==> config.mk <==
export PLATFORM = sky130hd
export DESIGN_NAME = sorted_list_engine_top
export DESIGN_NICKNAME = d
export VERILOG_FILES = /design/src/rtl/core/slen_pkg.sv /design/src/rtl/core/slen_cell.sv /design/src/rtl/core/sorted_list_engine_top.sv
export SDC_FILE = /design/constraint.sdc
export NUM_CORES = 2
export LEC_CHECK = 0
export ABC_AREA = 1
export ABC_CLOCK_PERIOD_IN_PS = 6150
export BUFFER_PORTS_ARGS = -buffer_cell sky130_fd_sc_hd__buf_2
export CAP_MARGIN = 25
export CORE_MARGIN = 2
export CORE_UTILIZATION = 43
export CTS_BUF_LIST = sky130_fd_sc_hd__clkbuf_4 sky130_fd_sc_hd__clkbuf_8 sky130_fd_sc_hd__clkbuf_16
export DETAILED_ROUTE_END_ITERATION = 10
export HOLD_SLACK_MARGIN = 0.06
export PLACE_DENSITY = 0.62
export SYNTH_ARGS = -nofsm -noshare
export SYNTH_HDL_FRONTEND = slang
export SYNTH_SLANG_ARGS = --single-unit
==> constraint.sdc <==
create_clock -name clk -period 6.15 [get_ports clk]
set_input_delay 0.3075 -clock clk [delete_from_list [all_inputs] [get_ports clk]]
set_output_delay 0.3075 -clock clk [all_outputs]
set_load 0.01 [all_outputs]
==> src/rtl/core/slen_pkg.sv <==
// slen_pkg: shared constants, codes and types for the sorted list engine.
// No dependencies; used by slen_cell and sorted_list_engine_top.
package slen_pkg;

    localparam int DEPTH       = 16;
    localparam int VALUE_WIDTH = 32;
    localparam int IDX_W       = $clog2(DEPTH);
    localparam int CNT_W       = $clog2(DEPTH + 1);

    localparam int OP_W     = 2;
    localparam int STATUS_W = 2;
    localparam int FIDX_W   = 4;
    localparam int RIDX_W   = 4;
    localparam int RVAL_W   = 32;
    localparam int ECNT_W   = 5;

    localparam int IN_DATA_W  = 40;
    localparam int OUT_DATA_W = 48;

    typedef enum logic [OP_W-1:0] {
        OP_INSERT = 2'd0,
        OP_REMOVE = 2'd1,
        OP_FIND   = 2'd2,
        OP_READ   = 2'd3
    } op_t;

    typedef enum logic [STATUS_W-1:0] {
        ST_OK        = 2'd0,
        ST_NOT_FOUND = 2'd1,
        ST_FULL      = 2'd2,
        ST_BAD_INDEX = 2'd3
    } status_t;

    // broadcast to every cell
    typedef struct packed {
        logic                          ins_en;
        logic                          rem_en;
        logic signed [VALUE_WIDTH-1:0] value;
    } slen_cmd_t;

    // what one cell reports back
    typedef struct packed {
        logic lt;
        logic eq;
    } slen_flags_t;

endpackage

==> src/rtl/core/slen_cell.sv <==
// slen_cell: one position of the sorted list; holds a value, compares it with
// the broadcast key and shifts from its left or right neighbour. Uses slen_pkg.
module slen_cell (
    input  logic                                   clk,
    input  logic                                   occupied,
    input  slen_pkg::slen_cmd_t                    cmd,
    input  logic                                   left_lt,
    input  logic signed [slen_pkg::VALUE_WIDTH-1:0] left_val,
    input  logic signed [slen_pkg::VALUE_WIDTH-1:0] right_val,
    output logic signed [slen_pkg::VALUE_WIDTH-1:0] val,
    output slen_pkg::slen_flags_t                  flags
);

    logic signed [slen_pkg::VALUE_WIDTH-1:0] val_reg;
    logic signed [slen_pkg::VALUE_WIDTH-1:0] val_next;

    always_comb
    begin
        flags.lt = occupied && (val_reg < cmd.value);
        flags.eq = occupied && (val_reg == cmd.value);
        val_next = val_reg;
        if (cmd.ins_en && !flags.lt)
        begin
            val_next = left_lt ? cmd.value : left_val;
        end
        else if (cmd.rem_en && !flags.lt)
        begin
            val_next = right_val;
        end
    end

    always_ff @(posedge clk)
    begin
        val_reg <= val_next;
    end

    assign val = val_reg;

endmodule

==> src/rtl/core/sorted_list_engine_top.sv <==
// sorted_list_engine_top: ascending list of signed values held in a row of
// slen_cell instances, with a registered result stage. Uses slen_pkg, slen_cell.
//
//  channel  dir  handshake               payload
//  s_axis   in   s_axis_tvalid/tready    op, item_value, item_index
//  m_axis   out  m_axis_tvalid/tready    status, found_index, read_value, entry_count
//
// One transaction per cycle unless a result stalls; results appear the next cycle.
// The period is set by the value compare in every cell plus the shift select.
// rst_n clears the entry count and the result valid; cell contents are not reset.
// A stalled result holds; a new transaction is taken in the cycle it is consumed.
module sorted_list_engine_top (
    input  logic                            clk,
    input  logic                            rst_n,
    input  logic                            s_axis_tvalid,
    output logic                            s_axis_tready,
    // [1:0] op, [33:2] item_value, [37:34] item_index, [39:38] zero
    input  logic [slen_pkg::IN_DATA_W-1:0]  s_axis_tdata,
    output logic                            m_axis_tvalid,
    input  logic                            m_axis_tready,
    // [1:0] status, [5:2] found_index, [37:6] read_value, [42:38] entry_count,
    // [47:43] zero
    output logic [slen_pkg::OUT_DATA_W-1:0] m_axis_tdata
);

    localparam int VW = slen_pkg::VALUE_WIDTH;
    localparam int N  = slen_pkg::DEPTH;

    slen_pkg::op_t                  op;
    logic signed [VW-1:0]           item_value;
    logic [slen_pkg::RIDX_W-1:0]    item_index;
    logic                           accept;

    logic [slen_pkg::CNT_W-1:0]     count_reg, count_next;
    logic                           out_valid_reg, out_valid_next;
    slen_pkg::status_t              status_reg, status_next;
    logic [slen_pkg::FIDX_W-1:0]    fidx_reg, fidx_next;
    logic [slen_pkg::RVAL_W-1:0]    rval_reg, rval_next;

    slen_pkg::slen_cmd_t            cmd;
    logic signed [VW-1:0]           vals [N];
    slen_pkg::slen_flags_t          flags [N];
    logic [N-1:0]                   occ;
    logic [N-1:0]                   hit;
    logic                           full;
    logic                           found;
    logic [slen_pkg::IDX_W-1:0]     hit_idx;

    assign op         = slen_pkg::op_t'(s_axis_tdata[1:0]);
    assign item_value = s_axis_tdata[33:2];
    assign item_index = s_axis_tdata[37:34];

    assign s_axis_tready = !out_valid_reg || m_axis_tready;
    assign accept        = s_axis_tvalid && s_axis_tready;
    assign full          = (count_reg == slen_pkg::CNT_W'(N));

    genvar g;
    generate
        for (g = 0; g < N; g++)
        begin : g_cell
            logic                 l_lt;
            logic signed [VW-1:0] l_val;
            logic signed [VW-1:0] r_val;

            assign occ[g] = (slen_pkg::CNT_W'(g) < count_reg);

            if (g == 0)
            begin : g_first
                assign l_lt  = 1'b1;
                assign l_val = item_value;
            end
            else
            begin : g_mid
                assign l_lt  = flags[g-1].lt;
                assign l_val = vals[g-1];
            end

            if (g == N - 1)
            begin : g_last
                assign r_val = vals[g];
            end
            else
            begin : g_notlast
                assign r_val = vals[g+1];
            end

            // first equal element sits just after the last smaller one
            assign hit[g] = flags[g].eq && l_lt;

            slen_cell u_cell (
                .clk       (clk),
                .occupied  (occ[g]),
                .cmd       (cmd),
                .left_lt   (l_lt),
                .left_val  (l_val),
                .right_val (r_val),
                .val       (vals[g]),
                .flags     (flags[g])
            );
        end
    endgenerate

    assign found = |hit;

    always_comb
    begin
        hit_idx = '0;
        for (int i = 0; i < N; i++)
        begin
            if (hit[i])
            begin
                hit_idx = hit_idx | slen_pkg::IDX_W'(i);
            end
        end
    end

    always_comb
    begin
        cmd.value  = item_value;
        cmd.ins_en = accept && (op == slen_pkg::OP_INSERT) && !full;
        cmd.rem_en = accept && (op == slen_pkg::OP_REMOVE) && found;

        count_next     = count_reg;
        out_valid_next = out_valid_reg;
        status_next    = status_reg;
        fidx_next      = fidx_reg;
        rval_next      = rval_reg;

        if (out_valid_reg && m_axis_tready)
        begin
            out_valid_next = 1'b0;
        end

        if (accept)
        begin
            out_valid_next = 1'b1;
            status_next    = slen_pkg::ST_OK;
            fidx_next      = '0;
            rval_next      = '0;
            case (op)
                slen_pkg::OP_INSERT:
                begin
                    if (full)
                    begin
                        status_next = slen_pkg::ST_FULL;
                    end
                    else
                    begin
                        count_next = count_reg + 1'b1;
                    end
                end
                slen_pkg::OP_REMOVE:
                begin
                    if (found)
                    begin
                        count_next = count_reg - 1'b1;
                    end
                    else
                    begin
                        status_next = slen_pkg::ST_NOT_FOUND;
                    end
                end
                slen_pkg::OP_FIND:
                begin
                    if (found)
                    begin
                        fidx_next = slen_pkg::FIDX_W'(hit_idx);
                    end
                    else
                    begin
                        status_next = slen_pkg::ST_NOT_FOUND;
                    end
                end
                slen_pkg::OP_READ:
                begin
                    if (slen_pkg::CNT_W'(item_index) < count_reg)
                    begin
                        rval_next = slen_pkg::RVAL_W'(vals[item_index]);
                    end
                    else
                    begin
                        status_next = slen_pkg::ST_BAD_INDEX;
                    end
                end
                default:
                begin
                    status_next = slen_pkg::ST_OK;
                end
            endcase
        end
    end

    always_ff @(posedge clk or negedge rst_n)
    begin
        if (!rst_n)
        begin
            count_reg     <= '0;
            out_valid_reg <= 1'b0;
        end
        else
        begin
            count_reg     <= count_next;
            out_valid_reg <= out_valid_next;
        end
    end

    always_ff @(posedge clk)
    begin
        status_reg <= status_next;
        fidx_reg   <= fidx_next;
        rval_reg   <= rval_next;
    end

    assign m_axis_tvalid = out_valid_reg;
    assign m_axis_tdata  = {5'd0,
                            slen_pkg::ECNT_W'(count_reg),
                            rval_reg,
                            fidx_reg,
                            status_reg};

    a_count_bound: assert property (@(posedge clk) disable iff (!rst_n)
        count_reg <= slen_pkg::CNT_W'(N))
        else $error("entry count above depth");

    a_full_hold: assert property (@(posedge clk) disable iff (!rst_n)
        accept && (op == slen_pkg::OP_INSERT) && full |=> count_reg == $past(count_reg))
        else $error("insert into full list changed the count");

    a_result_follows: assert property (@(posedge clk) disable iff (!rst_n)
        accept |=> m_axis_tvalid)
        else $error("accepted transaction gave no result");

    a_count_reported: assert property (@(posedge clk) disable iff (!rst_n)
        m_axis_tvalid |-> m_axis_tdata[42:38] == slen_pkg::ECNT_W'(count_reg))
        else $error("reported count differs from held count");

    a_hit_single: assert property (@(posedge clk) disable iff (!rst_n)
        $onehot0(hit))
        else $error("more than one first-equal position");

endmodule
=== Yosys cells after proc, flatten, opt, wreduce, memory -nomap -nowiden ===
Index checks and enable logic that the tools add are counted.

* Input bits: 44
* Memories kept: 0
* Output and inout port bits: 50
* Logic and storage cells: 278
* Flip-flop bits (word level): 556
* Bits in latches: 0
* RAM bits: 0
* Bits in read-only memories: 0

* Add/subtract/negate cells: 2
* Bitwise operators: 1
* Reductions and logical operators: 126
* Eq/ne operators: 22
* Multiplexer cells: 72
* Order comparisons: 34
* Shifts and indexed selects: 0
* Divide/modulo/power cells: 0
* Multipliers: 0

{| class="wikitable"
|+ Operators with widths
! operator !! number
|-
| two-way mux 32 bit || 47
|-
| == test 32 bit || 16
|-
| less-than comparator 32 bit || 16
|-
| binary-select mux 32 bit (select 4 bit) || 1
|-
| logical AND 1 bit || 84
|-
| less-than comparator 4 x 5 -> 1 bit, first input constant || 8
|-
| nonzero test 2 bit || 17
|-
| two-way mux 4 bit || 8
|-
| less-than comparator 3 x 5 -> 1 bit, first input constant || 4
|-
| logical NOT 1 bit || 18
|-
| OR reduction 16 bit || 1
|-
| two-way mux 3 bit || 4
|-
| less-than comparator 1 x 5 -> 1 bit, first input constant || 2
|-
| less-than comparator 2 x 5 -> 1 bit, first input constant || 2
|-
| two-way mux 5 bit || 2
|-
| one-hot mux 5 bit (2 select lines) || 1
|-
| two-way mux 2 bit || 4
|-
| one-hot mux 2 bit (3 select lines) || 1
|-
| adder 5 x 1 -> 5 bit, second input constant || 1
|-
| == test 5 bit, second input constant || 1
|-
| >= comparator 5 bit, second input constant || 1
|-
| less-than comparator 4 x 5 -> 1 bit || 1
|-
| NOT 4 -> 5 bit || 1
|-
| subtractor 5 x 1 -> 5 bit, second input constant || 1
|-
| other kinds (9) || 15
|}

=== Logic depth before layout (Yosys ltp) ===
* Word-level depth: 18
* Gate-level depth with buffers: 23
* Mapped depth without buffers: 23

=== Hierarchy ===
From an unflattened synthesis, not the netlist that was laid out.

* Cell total of the unflattened synthesis: 7081
* Area total of the unflattened synthesis: 50582.3 um^2

{| class="wikitable"
|+ By module, submodules not included
! module !! cells an instance !! area each (um^2) !! times used !! seq. area each (um^2)
|-
| slen_cell (g_cell[0].u_cell ...) || 355 || 2647.5 || 15 || 960.9
|-
| sorted_list_engine_top || 1398 || 8216.6 || 1 || 1291.2
|-
| slen_cell (g_cell[15].u_cell) || 358 || 2652.5 || 1 || 960.9
|}

=== Worst setup path before layout ===
OpenSTA, ideal clock, no wires.

* Kind: input-to-reg
* Start point: in s_axis_tdata[32] (netlist name)
* End point: reg g_cell[10].u_cell.val_reg (netlist bit g_cell[10].u_cell.val[0]) (enable)
* Setup time: 0.432 ns
* Path slack: 1.782 ns
* Data required time: 5.718 ns
* Stages: 16
* Arrival time: 3.936 ns
* Buffers on the path: 1
* Path through: clkbuf_1 -> inv_1 -> ha_1 -> nand2_1 -> inv_1 -> nand3_1 -> nor2_1 -> nand3_1 -> or4_1 -> nand2_1 -> nor2_1 -> nand2_2 -> nor2_2 -> nor2_4 -> nand2_4 -> a21oi_1

* Cells in the longest elaborated chain, start to end: 7
* Elaborated cells on any way between the ends: 83
* Classes of those cells: order compare (15); eq/ne (16); reduce/logical (52)

{| class="wikitable"
|+ RTL lines
! element !! line !! source
|-
| from (decl) || sorted_list_engine_top.sv:18 || <nowiki>input logic [slen_pkg::IN_DATA_W-1:0] s_axis_tdata,</nowiki>
|-
| less-than comparator 32 bit or == test 32 bit (tied branches) || slen_cell.sv:19, slen_cell.sv:20 ||
|-
| logical AND 1 bit, on equally long branches || slen_cell.sv:19, slen_cell.sv:20 ||
|-
| logical AND 1 bit || sorted_list_engine_top.sv:88 || <nowiki>assign hit[g] = flags[g].eq && l_lt;</nowiki>
|-
| OR reduction 16 bit || sorted_list_engine_top.sv:103 || <nowiki>assign found = |hit;</nowiki>
|-
| logical AND 1 bit || sorted_list_engine_top.sv:121 || <nowiki>cmd.rem_en = accept && (op == slen_pkg::OP_REMOVE) && found;</nowiki>
|-
| logical AND 1 bit || slen_cell.sv:26 || <nowiki>else if (cmd.rem_en && !flags.lt)</nowiki>
|-
| nonzero test 2 bit (no line) (*) || n/a ||
|-
| to (signal assigned) || slen_cell.sv:34 || <nowiki>val_reg <= val_next;</nowiki>
|-
| to (decl) || slen_cell.sv:14 || <nowiki>logic signed [slen_pkg::VALUE_WIDTH-1:0] val_reg;</nowiki>
|}

Mark *: on every way between the ends. The rest lies on a longest branch, timed or not.
A chain may end at the register's enable or synchronous reset.

=== Worst setup path in the final report ===
* Start point: in s_axis_tdata[9] (netlist name)
* End point: reg g_cell[13].u_cell.val_reg (netlist bit g_cell[13].u_cell.val[24]) (enable)

* Cells in the longest elaborated chain, start to end: 7
* Elaborated cells on any way between the ends: 83
* Classes of those cells: order compare (15); eq/ne (16); reduce/logical (52)

{| class="wikitable"
|+ RTL lines
! element !! line
|-
| less-than comparator 32 bit or == test 32 bit (tied branches) || slen_cell.sv:19, slen_cell.sv:20
|-
| logical AND 1 bit, on equally long branches || slen_cell.sv:19, slen_cell.sv:20
|-
| logical AND 1 bit || sorted_list_engine_top.sv:88
|-
| OR reduction 16 bit || sorted_list_engine_top.sv:103
|-
| logical AND 1 bit || sorted_list_engine_top.sv:121
|-
| logical AND 1 bit || slen_cell.sv:26
|-
| nonzero test 2 bit (no line) (*) || n/a
|-
| to (signal assigned) || slen_cell.sv:34
|-
| to (decl) || slen_cell.sv:14
|}

Marked as above.

==> flow_summary.json <==
{
  "vias": 39760,
  "port_buffers": 86,
  "startpoint_type": "input pin",
  "drt-total-wl_um": 141200,
  "stdcell_count": 6927,
  "clockPowerShare_pct": 33.2,
  "grt_pass1_vias": 36700,
  "synth_top_family_by_area": "compound AO/OA/AOI/OAI gates",
  "grt_max_degree": 193,
  "dp.cells": 6787,
  "cpPeakStageDelay_ps": 710,
  "synth-xor-area-share_pct": 0.07974,
  "ios": 94,
  "overflow": 0,
  "maxCapViolations": 0,
  "crit_type": "input pin to register",
  "fmax_mhz": 224.2,
  "synth_top_area_share_pct": 37.59,
  "swShare_pct": 36.87,
  "synth.distinct_cells": 53,
  "synth.largest_area_cell": "edfxtp_1",
  "synth_common_cells": "nand2_1 (1166), nor2_1 (621), edfxtp_1 (550), o21ai_0 (548), ha_1 (522)",
  "die_w_um": 323.6,
  "grt_usage_pct": 26.31,
  "start_util_pct": 43.24,
  "vdd_drop_max_uv": 229.1,
  "synthMuxAreaShare_pct": 0.7063,
  "netlist_area_um2": 43930,
  "finalMaxSlewViolations": 0,
  "via_per_inst": 5.740,
  "drtAntennaViolNets": 0,
  "hpwl_um": 110200,
  "critPathSlowestCell": "inv_1",
  "setup_viol": 0,
  "relSlewSlack_pct": 30.77,
  "hold_path_class": "input pin to register",
  "crit_path_end_kind": "register",
  "gp_routability_congestion": 0.9264,
  "first_pass_iters": 7,
  "ys_seq_area_share_pct": 37.94,
  "power_switching_mw": 4.803,
  "largest_reg_flops": 512,
  "die_h_um": 323.6,
  "required_ps": 6420,
  "syn_area_per_cell_um2": 7.903,
  "ys.flop_type": "edfxtp_1",
  "clk_pin_slew_worst_paths_ps": 60,
  "rsz0062_at_grt": "false",
  "critPathMaxFanout": 32,
  "cts_max_level": 3,
  "yosys.area_share.simple_pct": 18.18,
  "drc": 0,
  "fin_tns_setup_ps": 0,
  "seqPwrFrac_pct": 36.3,
  "antenna_found_initial": 8,
  "worstPathArrival_ps": 4730,
  "cts_root_buffer": "clkbuf_16",
  "cts_max_path_buffers": 3,
  "wl_per_cell_um": 20.38,
  "clock-sinks": 556,
  "leakage_nw": 20.44,
  "synth-adder-area-share_pct": 14.87,
  "synth-edff-count": 550,
  "area_growth_pct": 9.920,
  "finalHoldViolCount": 0,
  "ys_async_sr_fraction_pct": 1.079,
  "outcome": "completed",
  "syn_inst": 5559,
  "fin_util_pct": 47.53,
  "post_cts_resized": 0,
  "yosys_register_bits": 556,
  "p_int_mw": 8.223,
  "cts_buffers": 70,
  "post-route-period-util_pct": 72.52,
  "die-area_um2": 104700,
  "synth_compound_area_share_pct": 21.20,
  "cp_common_cell": "nand2_1",
  "yosysMostFrequentCell": "nand2_1",
  "rows": 117,
  "crit_chain": "buf_2 > inv_1 > buf_4 > ha_1 > nand2_1 > nor2_1 > nand2_1 > nand2_1 > nand2_1 > nand2_1 > nand2_1 > nand2_1 > nand2_1 > nand3_1 > inv_1 > a21oi_4 > buf_4",
  "clock_latency_ps": 640,
  "worstMarginPinSlew_ps": 1037,
  "ys_warn_count": 0,
  "finClkSkew_ps": 24.43,
  "final_nets": 6063,
  "grt_pass1_wl_um": 213900,
  "fin_total_pwr_mw": 13.03,
  "drive_gt1_share_pct": 6.715,
  "p_comb_share_pct": 30.5,
  "drt-initial-drc-count": 4122,
  "core-area_um2": 101600,
  "post-route-min-period_ps": 4460,
  "cellPowerDensity_nw_per_um2": 269.8,
  "cts_tree": "built",
  "ys_top_cells_by_area": "edfxtp_1 (38%), ha_1 (15%), nand2_1 (10%), o21ai_0 (6.2%), a21oi_1 (5.3%)"
}
[what timing repair did]
item,4_1_cts,5_1_grt
hold buffers,3,0
endpoints found under the hold margin,7,0
setup buffers,0,0
[cells in the final DEF, fill, tap and decap left out, types with 15 or more instances in the layout]
cell type / n
a21oi_4: 16
inv_1: 447
clkbuf_16: 73
o21ai_0: 548
o211ai_1: 88
a31oi_1: 194
ha_1: 522
buf_2: 84
clkbuf_4: 19
nand4_1: 47
nor2_1: 621
mux2i_1: 31
o21a_1: 26
a211oi_1: 33
o22ai_1: 249
nand3_1: 102
a21oi_1: 462
buf_4: 88
nor2_4: 15
edfxtp_1: 550
nor3_1: 21
nand2_1: 1165
[power by group through the flow]
stage               combinational (mW)  clock [mW]  sequential, mW
floorplan                         2.68           0            4.74
global placement                  3.76           0            4.79
detailed placement                3.89           0            4.80
CTS                               3.91        4.39            4.72
global route                      4.40        4.52            4.75
finish                            3.97        4.33            4.73
[layer usage]
| layer | vias up | wire length [um] | GRT usage [%] |
|---|---|---|---|
| met4 | 2 | 4067 | 8.385 |
| li1 | 19520 | - | - |
| met2 | 1598 | 62600 | 41.40 |
| met1 | 18440 | 63300 | 37.58 |
| met5 | - | 20 | 0 |
| met3 | 197 | 11200 | 3.203 |
[worst max-delay path: cells and delay by family]
| family | cells | cell delay [ps] |
|---|---|---|
| buffers and inverters | 5 | 2270 |
| and+or+nand+nor | 10 | 1510 |
| adders and majority gates | 1 | 300 |
| AOI/OAI and AO/OA | 1 | 280 |
[path summary, 6_finish.rpt]
check / from / end / slack (ps) / cells after the start
worst max-delay path: s_axis_tdata[9] / g_cell[13].u_cell.val[24] / 1690 / 17
worst min register to register: m_axis_tvalid / m_axis_tvalid / 520 / 2
min in group asynchronous: rst_n / count_reg[0] / 750 / 3
max in group asynchronous: rst_n / m_axis_tvalid / 5070 / 3
worst max register to register: g_cell[1].u_cell.val[31] / g_cell[1].u_cell.val[0] / 1860 / 16
worst min-delay path: s_axis_tvalid / m_axis_tvalid / 210 / 3
[per-stage QoR]
step / hold WS, ps / area, um^2 / worst slack (ps)
3_3_place_gp: 176.1 / 45750 / 1059
6_report: 208.1 / 48290 / 1690
4_1_cts: 155.9 / 48240 / 1616
5_1_grt: 213.3 / 48290 / 1358
3_5_place_dp: 179.4 / 45860 / 965.7
2_1_floorplan: 11.91 / 43950 / 1782
[logic make-up after synthesis]
family,count (synthesis)
AO/OA/AOI/OAI,1650
XOR/XNOR,4
adder cells (fa/ha/maj),522
buffers and inverters,793
flip-flops,556
multiplexers,31
other,1
AND/OR/NAND/NOR,2002
[layout make-up]
class	instances	area (um^2)
antenna	4	10.01
clock buffer	93	1989
clock inverter	37	367.9
fill	9895	53300
inverter	464	1745
multi-input combinational	4214	24370
sequential	556	16670
tap	1368	1712
timing repair buffer	191	1428
Note: power is estimated with default switching activity, not from simulation.
